===== src/rtl/fgaq_pkg.sv =====
// Package: shared types and constants of the feature grid area query block
package fgaq_pkg;

	typedef enum logic [1:0] {
		OP_CLEAR  = 2'd0,
		OP_INSERT = 2'd1,
		OP_QUERY  = 2'd2
	} opcode_t;

	localparam logic CFG_COLUMN_SCALE = 1'b0;
	localparam logic [15:0] SCALE_RESET = 16'd1024;

	typedef struct packed {
		logic [1:0]  opcode;
		logic [15:0] pos_x;
		logic [15:0] pos_y;
		logic [2:0]  level;
		logic [15:0] radius;
		logic [2:0]  min_level;
		logic signed [3:0] max_level;
	} item_t;

	typedef struct packed {
		logic [10:0] feature_index;
		logic        hit_valid;
		logic        in_grid;
		logic        store_full;
		logic        overflow;
		logic        last;
	} result_t;

	typedef struct packed {
		logic [15:0] index;
		logic [15:0] data;
	} cfg_t;

endpackage


===== src/rtl/fgaq_if.sv =====
// Interfaces: valid/ready item, result and configuration channels
interface fgaq_item_if;
	logic valid;
	logic ready;
	fgaq_pkg::item_t data;
	modport source (output valid, output data, input ready);
	modport sink (input valid, input data, output ready);
endinterface



===== src/rtl/fgaq_front.sv =====
// Front: input queue of accepted items
module fgaq_front #(
	parameter int DEPTH = 4
) (
	input  logic clk,
	input  logic arst_n,
	fgaq_item_if.sink in_ch,
	output logic out_valid,
	input  logic out_take,
	output fgaq_pkg::item_t out_item
);
	localparam int AW = (DEPTH > 1) ? $clog2(DEPTH) : 1;
	fgaq_pkg::item_t mem_q [DEPTH];
	logic [AW-1:0] wr_q, rd_q;
	logic [AW:0] cnt_q;
	logic push, pop;

	assign in_ch.ready = (cnt_q != (AW+1)'(DEPTH));
	assign push = in_ch.valid && in_ch.ready;
	assign out_valid = (cnt_q != '0);
	assign pop = out_take && out_valid;
	assign out_item = mem_q[rd_q];

	always_ff @(posedge clk) begin
		if (push) mem_q[wr_q] <= in_ch.data;
	end

	always_ff @(posedge clk or negedge arst_n) begin
		if (!arst_n) begin
			wr_q <= '0; rd_q <= '0; cnt_q <= '0;
		end else begin
			if (push) wr_q <= (wr_q == AW'(DEPTH-1)) ? '0 : wr_q + 1'b1;
			if (pop) rd_q <= (rd_q == AW'(DEPTH-1)) ? '0 : rd_q + 1'b1;
			cnt_q <= cnt_q + (AW+1)'(push) - (AW+1)'(pop);
		end
	end
endmodule


===== src/flat_wrapper.sv =====
// flat-port wrapper written by rule: the top's interface ports become plain ports
module fgaq_front_flat 
#(
	parameter int DEPTH = 4
)
  (clk, arst_n, out_valid, out_take, out_item, in_ch_valid, in_ch_data, in_ch_ready);
  fgaq_item_if in_ch_i ();
  input  logic clk;
  input  logic arst_n;
  output logic out_valid;
  input  logic out_take;
  output fgaq_pkg::item_t out_item;
  input wire logic [$bits(in_ch_i.valid)-1:0] in_ch_valid;
  input wire logic [$bits(in_ch_i.data)-1:0] in_ch_data;
  output wire logic [$bits(in_ch_i.ready)-1:0] in_ch_ready;
  assign in_ch_i.valid = in_ch_valid;
  assign in_ch_i.data = in_ch_data;
  assign in_ch_ready = in_ch_i.ready;
  fgaq_front #(.DEPTH(DEPTH)) u_core (.clk(clk), .arst_n(arst_n), .in_ch(in_ch_i), .out_valid(out_valid), .out_take(out_take), .out_item(out_item));
endmodule

===== config.mk =====
export PLATFORM = sky130hd
export DESIGN_NAME = fgaq_front_flat
export DESIGN_NICKNAME = d
export VERILOG_FILES = /design/src/rtl/fgaq_pkg.sv /design/src/rtl/fgaq_if.sv /design/src/rtl/fgaq_front.sv /design/src/flat_wrapper.sv
export SDC_FILE = /design/constraint.sdc
export NUM_CORES = 1
export LEC_CHECK = 0
export BUFFER_PORTS_ARGS = -buffer_cell sky130_fd_sc_hd__buf_2
export CAP_MARGIN = 40
export CORE_ASPECT_RATIO = 1.25
export CORE_MARGIN = 10
export CORE_UTILIZATION = 35
export CTS_CLUSTER_DIAMETER = 60
export CTS_CLUSTER_SIZE = 28
export DETAILED_ROUTE_END_ITERATION = 6
export HOLD_SLACK_MARGIN = 0.15
export MAX_ROUTING_LAYER = met4
export SKIP_CTS_REPAIR_TIMING = 1
export SLEW_MARGIN = 25
export SYNTH_ARGS = -nofsm -noshare
export SYNTH_HDL_FRONTEND = slang
export SYNTH_SLANG_ARGS = --single-unit

===== constraint.sdc =====
create_clock -name clk -period 4.39 [get_ports clk]
set_clock_uncertainty 0.2 [all_clocks]
set_input_delay 0.878 -clock clk [delete_from_list [all_inputs] [get_ports clk]]
set_output_delay 0.878 -clock clk [all_outputs]
set_load 0.05 [all_outputs]

==> impl_metrics.tcl, run 1 <==
set metrics [dict create \
    status "completed" \
    setup_tns_ns 0 \
    vias 4018 \
    antenna_left 0 \
    synthTopCellsByArea "edfxtp_1 (79%), mux4_2 (14%), dfrtp_1 (1.9%), buf_12 (1.3%), ha_1 (0.95%)" \
    nets 563 \
    crit_path_end_kind "output pin" \
    wl_per_cell_um 21.1 \
    n_fill_cell 2313 \
    synthDistinctLibCells 19 \
    viasPerCell 4.75 \
    yosys_most_used_dff "edfxtp_1" \
    synth_adder_area_share 0.0117 \
    synth-compound-area-share 0.00123 \
    port_buffers 125 \
    dpl_cell_area_um2 10200 \
    cts.path.max_buffers 3 \
    htree_levels 1 \
    die_h_um 201 \
    setup.worst_path.start_class "flop" \
    crit_path_max_fanout 30 \
    synth_xor_area_frac 0.00191 \
    worstReg2RegEnd "u_core.cnt_q[2]" \
    syn_inst 353 \
    syn-num-nets 425 \
    finalInstanceArea_um2 10800 \
    p_leak_nw 3.66 \
    grt_pass1_vias 4659 \
    hold_viol_final 0 \
    rsz0062_at_grt "false" \
    required_ns 3.31 \
    yosysSeqAreaShare 0.805 \
    worstReg2RegStart "u_core.cnt_q[2]" \
    worstPathArrival_ns 2.51 \
    cts_tree "yes" \
    crit_path_end "out_item[29]" \
    numCtsBuffers 17 \
    start_util 0.354 \
    async_flop_share 0.0283 \
    synth_top_family_by_area "multiplexers" \
    dieArea_um2 33100 \
    cap_violations 0 \
    clock_latency_ns 0.50 \
    p_per_area_nw_per_um2 760 \
    worst_hold_path_type "flop to flop" \
    grt_first_pass_wirelength_mm 27.2 \
    synth-edff-count 240 \
    synth_top_area_frac 0.786 \
    drc 0 \
    r2r_slack_ns 1.85 \
    coreArea_um2 25900 \
    antenna_found_initial 4 \
    ir_worst_vdd_uv 423 \
    synth_top_cells_by_count "edfxtp_1 (240), mux4_2 (58), dfrtp_1 (7), ha_1 (7), inv_1 (7)" \
    cts_root_buf "clkbuf_16" \
    core.rowCount 66 \
    fin_ws_ns 0.803 \
    drtIter0Drc 200 \
    drtPass1Iterations 4 \
    setup.worst_path.class "flop to output pin" \
    fin_crit_ns 3.59 \
    critPathLaunch "u_core.rd_q[0]" \
    ys_ff_latch 247 \
    cts.sink_count 247 \
    syn_avg_cell_area_um2 26.0 \
    post-place-ws_ns 1.23 \
    dpl.hpwl_mm 11.4 \
    holdWs_ns 0.363 \
    drive_gt1_frac 0.462 \
    syn_area_um2 9170 \
    stdcell_count 846 \
    fmax_ghz 0.279 \
    num_io_pins 126 \
    yosysMostFrequentCell "edfxtp_1" \
    finalPower_mw 8.24 \
    slew_headroom 0.572 \
    synth-simple-area-share 0.00628 \
    gr-total-overflow 0 \
    yosysWarnings 0 \
    wl_mm 17.9 \
    grt_use_total 0.110 \
    die_w_um 165 \
    fin_crit_sh 0.817 \
    area_growth_pct 18.2 \
    utilization 0.418 \
    whs_path_depth 1 \
    synthMuxAreaShare 0.153 \
    grt_max_degree 40 \
    tightest_slew_ns 0.641 \
    place.gp.congestion 0.666 \
    final-max-slew-violation-count 0 \
    synth_top_area_cell "edfxtp_1" \
    reg2reg_depth 10 \
    cts.reportedPaths.clkPinSlew_ns 0.09 \
    setup_violations 0 \
    dp_cells 811 \
]
## cell usage in the layout, fill, tap and decap left out, types with 3 or more instances in the layout
master,n
clkinv_8,5
edfxtp_1,240
buf_16,5
mux2_2,4
buf_2,125
ha_1,7
mux4_2,58
diode_2,4
and2_4,4
nor2_1,3
clkbuf_16,17
inv_1,7
dfrtp_1,5
## state kept, by name, summed over array words and instances, names as in the netlist
signal,flops
u_core.cnt_q,3
u_core.rd_q,2
u_core.wr_q,2
u_core.mem_q,240
## final cells by class
type / instances / area, µm² / area share
antenna: 4 / 10.0 / 0.000923
clock buffer: 18 / 429 / 0.0396
clock inverter: 12 / 151 / 0.0140
inverter: 7 / 26.3 / 0.00242
multi-input combinational: 85 / 1610 / 0.148
sequential: 247 / 7390 / 0.682
tap: 340 / 425 / 0.0392
timing repair buffer: 133 / 801 / 0.0739
## cell families (layout without fill, tap and decap cells)
family	after synthesis	in the layout
flops	247	247
fa+ha+maj	8	8
other cells	0	4
buf+inv	21	170
simple gates	10	10
compound gates	1	1
mux	64	64
xor+xnor	2	2
## critical path: stages (launching register included)
cell     delay [ns]
dfrtp_4        0.85
buf_4          0.39
mux4_2         0.53
buf_2          0.23
## metal layers
layer	part of all wire	routed length, µm	track usage
met5	0	0	-
met3	0.060	1070	0.0273
met2	0.53	9470	0.190
met1	0.39	6990	0.125
met4	0.018	323	0.0269
## power breakdown
group          leakage (nW)  total (mW)  switching (mW)  internal (mW)
registers              2.28        3.36           0.250           3.11
logic                  1.10        3.25            2.21           1.04
clock network         0.282        1.63           0.853          0.774
total                  3.66        8.24            3.32           4.92
## worst min path at each step
stage | from | endpoint | slack, ns
4_1_cts | arst_n | u_core.wr_q[0] | -0.02
3_5_place_dp | u_core.cnt_q[2] | u_core.cnt_q[2] | 0.36
3_3_place_gp | u_core.cnt_q[2] | u_core.cnt_q[2] | 0.32
6_report | u_core.cnt_q[2] | u_core.cnt_q[2] | 0.36
5_1_grt | in_ch_data[13] | u_core.mem_q[3][13] | 0.36
2_1_floorplan | u_core.cnt_q[2] | u_core.cnt_q[2] | 0.30
No activity file was read; power rests on OpenSTA's default activity.
==> inputs of run 2 (changes only) <==
--- a/config.mk
+++ b/config.mk
@@ -5,6 +5,7 @@
 export SDC_FILE = /design/constraint.sdc
 export NUM_CORES = 1
 export LEC_CHECK = 0
+export ABC_AREA = 1
 export BUFFER_PORTS_ARGS = -buffer_cell sky130_fd_sc_hd__buf_2
 export CAP_MARGIN = 40
 export CORE_ASPECT_RATIO = 1.25
==> constraint.sdc (replaced) <==
create_clock -name clk -period 3 [get_ports clk]
set_clock_uncertainty 0.2 [all_clocks]
set_input_delay 0.6 -clock clk [delete_from_list [all_inputs] [get_ports clk]]
set_output_delay 0.6 -clock clk [all_outputs]
set_load 0.05 [all_outputs]
==> impl_metrics.tcl, run 2 <==
set metrics [dict create \
    p_leak_nw 4.98 \
    cp_slowest_cell "dfrtp_4" \
    vias 6023 \
    coreArea_um2 29200 \
    finalPower_mw 13.3 \
    fmax_ghz 0.357 \
    fin_crit_ns 2.80 \
    critPathBufInv 3 \
    final-max-slew-violation-count 0 \
    path_depth 5 \
    drtPass1Iterations 4 \
    yosysSeqAreaShare 0.715 \
    ys_ff_latch 247 \
    p_comb_frac 0.459 \
    die_w_um 174 \
    rsz0062_at_grt "false" \
    final_common_cell "edfxtp_1" \
    drive_gt1_frac 0.252 \
    seq_power_share 0.357 \
    crit_path_end_kind "output pin" \
    yosysMostFrequentCell "edfxtp_1" \
    largest_reg_flops 240 \
    worst_hold_path_type "input pin to flop" \
    hold_viol_final 0 \
    core.rowCount 70 \
    cts.reportedPaths.clkPinSlew_ns 0.09 \
    port_buffers 125 \
    wl_mm 21.4 \
    worstPathArrival_ns 2.00 \
    place.gp.congestion 0.712 \
    async_flop_share 0.0283 \
    cts_tree "yes" \
    holdWs_ns 0.153 \
    setup.worst_path.start_class "flop" \
    dieArea_um2 36800 \
    crit_chain "inv_2, buf_4, o211ai_1, nand2_1, buf_2" \
    grt_use_total 0.113 \
    htree_levels 1 \
    grt_first_pass_wirelength_mm 32.3 \
    largest-register "u_core.mem_q" \
    syn-num-nets 832 \
    required_ns 2.20 \
    grt_pass1_vias 5873 \
    yosys_most_used_dff "edfxtp_1" \
    drc 0 \
    syn_avg_cell_area_um2 13.6 \
    cap_violations 0 \
    ir_worst_vdd_uv 798 \
    syn_inst 760 \
    antenna_left 0 \
    synthDistinctLibCells 13 \
    synth_top_cells_by_count "edfxtp_1 (240), nand2_1 (197), inv_1 (136)" \
    synth_top_area_cell "edfxtp_1" \
    p_sw_mw 6.13 \
    synth_top_area_frac 0.698 \
    syn_area_um2 10300 \
    numCtsBuffers 17 \
    num_io_pins 126 \
    final_cell_mix "edfxtp_1 (240), nand2_1 (197), inv_1 (135)" \
    whs_path_depth 3 \
    fin_crit_sh 0.933 \
    start_util 0.354 \
    gr-total-overflow 0 \
    setup_violations 0 \
    synth-edff-count 240 \
    synthTopCellsByArea "edfxtp_1 (70%), o211ai_2 (7.3%), nand2_1 (7.2%), inv_1 (4.9%), o211ai_1 (4.4%)" \
    slew_headroom 0.623 \
    dpl.hpwl_mm 12.7 \
    nets 1016 \
    top_regs "u_core.mem_q: 240 flops, u_core.cnt_q: 3 flops" \
    cts.sink_count 247 \
    reg2reg_depth 11 \
    cts.path.max_buffers 3 \
    tightest_slew_ns 0.566 \
    clkPwrFrac 0.184 \
    viasPerCell 4.45 \
    setup.worst_path.class "flop to output pin" \
    p_per_area_nw_per_um2 1060 \
    status "completed" \
    cts_root_buf "clkbuf_16" \
    crit_path_max_fanout 26 \
    power_switching_share 0.460 \
    antenna_found_initial 2 \
    yosysWarnings 0 \
    setup_tns_ns 0 \
    p_int_mw 7.19 \
    wl_per_cell_um 15.8 \
    drtIter0Drc 349 \
    max_stage_delay_ns 0.51 \
    cp_top_family "buffers and inverters" \
    n_fill_cell 2657 \
    grt_max_degree 75 \
    clock_latency_ns 0.49 \
    die_h_um 212 \
    area_growth_pct 21.7 \
]
-- run 2: cell count changes in the layout (fill, tap and decap cells not counted), moves of 4 or more --
cell / delta
and2_4: -4
mux4_2: -58
dlygate4sd3_1: +60
nand3_1: +5
mux2_2: -4
buf_16: -5
nor2_4: +4
buf_12: +5
o211ai_2: +60
buf_4: +11
o211ai_1: +60
clkinv_8: -4
nand2_1: +196
inv_1: +128
-- run 2: final timing paths --
| kind | from | end | slack [ns] |
|---|---|---|---|
| max | u_core.rd_q[1] | out_item[55] | 0.20 |
| min | in_ch_valid | u_core.wr_q[1] | 0.15 |
| max reg2reg | u_core.cnt_q[1] | u_core.cnt_q[2] | 0.79 |
| min reg2reg | u_core.wr_q[1] | u_core.wr_q[1] | 0.35 |
| max in group asynchronous | arst_n | u_core.rd_q[0] | 2.10 |
| min in group asynchronous | arst_n | u_core.wr_q[0] | 0.31 |
-- run 2: layout make-up --
type	instances	area, µm²	share of cell area
Antenna cell	2	5.00	0.000398
Clock buffer	17	425	0.0339
Clock inverter	12	151	0.0120
Inverter	136	510	0.0406
Multi-Input combinational cell	337	2130	0.169
Sequential cell	247	7390	0.588
Tap cell	396	495	0.0394
Timing Repair Buffer	205	1460	0.116
-- run 2: routing by layer --
metal,up-vias,share of wire,GRT usage
met2,112,0.51,0.195
met1,2890,0.43,0.129
met5,-,0,-
met3,24,0.047,0.0288
met4,0,0.018,0.0295
li1,2997,-,-
-- run 2: stage by stage --
stage	area, µm²	utilization	setup slack, ns	std cells
3_5_place_dp	11400	0.390	0.628	1259
3_3_place_gp	11400	0.390	0.644	1259
6_report	12600	0.431	0.202	1352
4_1_cts	11900	0.409	0.0785	1288
5_1_grt	12600	0.431	0.0751	1352
2_1_floorplan	10300	-	-0.382	760
-- run 2: worst register-to-register path: stages (launching register included) --
cell,delay (ns)
dfrtp_1,0.44
nor2_1,0.13
nand2_1,0.11
nand2_1,0.11
inv_1,0.05
ha_1,0.28
inv_1,0.06
ha_1,0.13
inv_1,0.05
fa_1,0.40
nand3_1,0.09
nand2_1,0.05
-- run 2: logic make-up after synthesis --
logic type,count (synthesis),synth area share
flip-flops,247,0.715
AND/OR/NAND/NOR,209,0.0766
buffers and inverters,176,0.0819
AO/OA/AOI/OAI,120,0.116
adder cells (fa/ha/maj),8,0.0104
-- run 2: power groups by stage --
stage          Sequential (mW)  Clock (mW)  Combinational (mW)
2_1_floorplan             4.77           0                4.83
3_3_place_gp              4.84           0                6.07
3_5_place_dp              4.86           0                6.13
4_1_cts                   4.78        2.54                6.13
5_1_grt                   4.81        2.66                6.63
6_report                  4.75        2.46                6.11
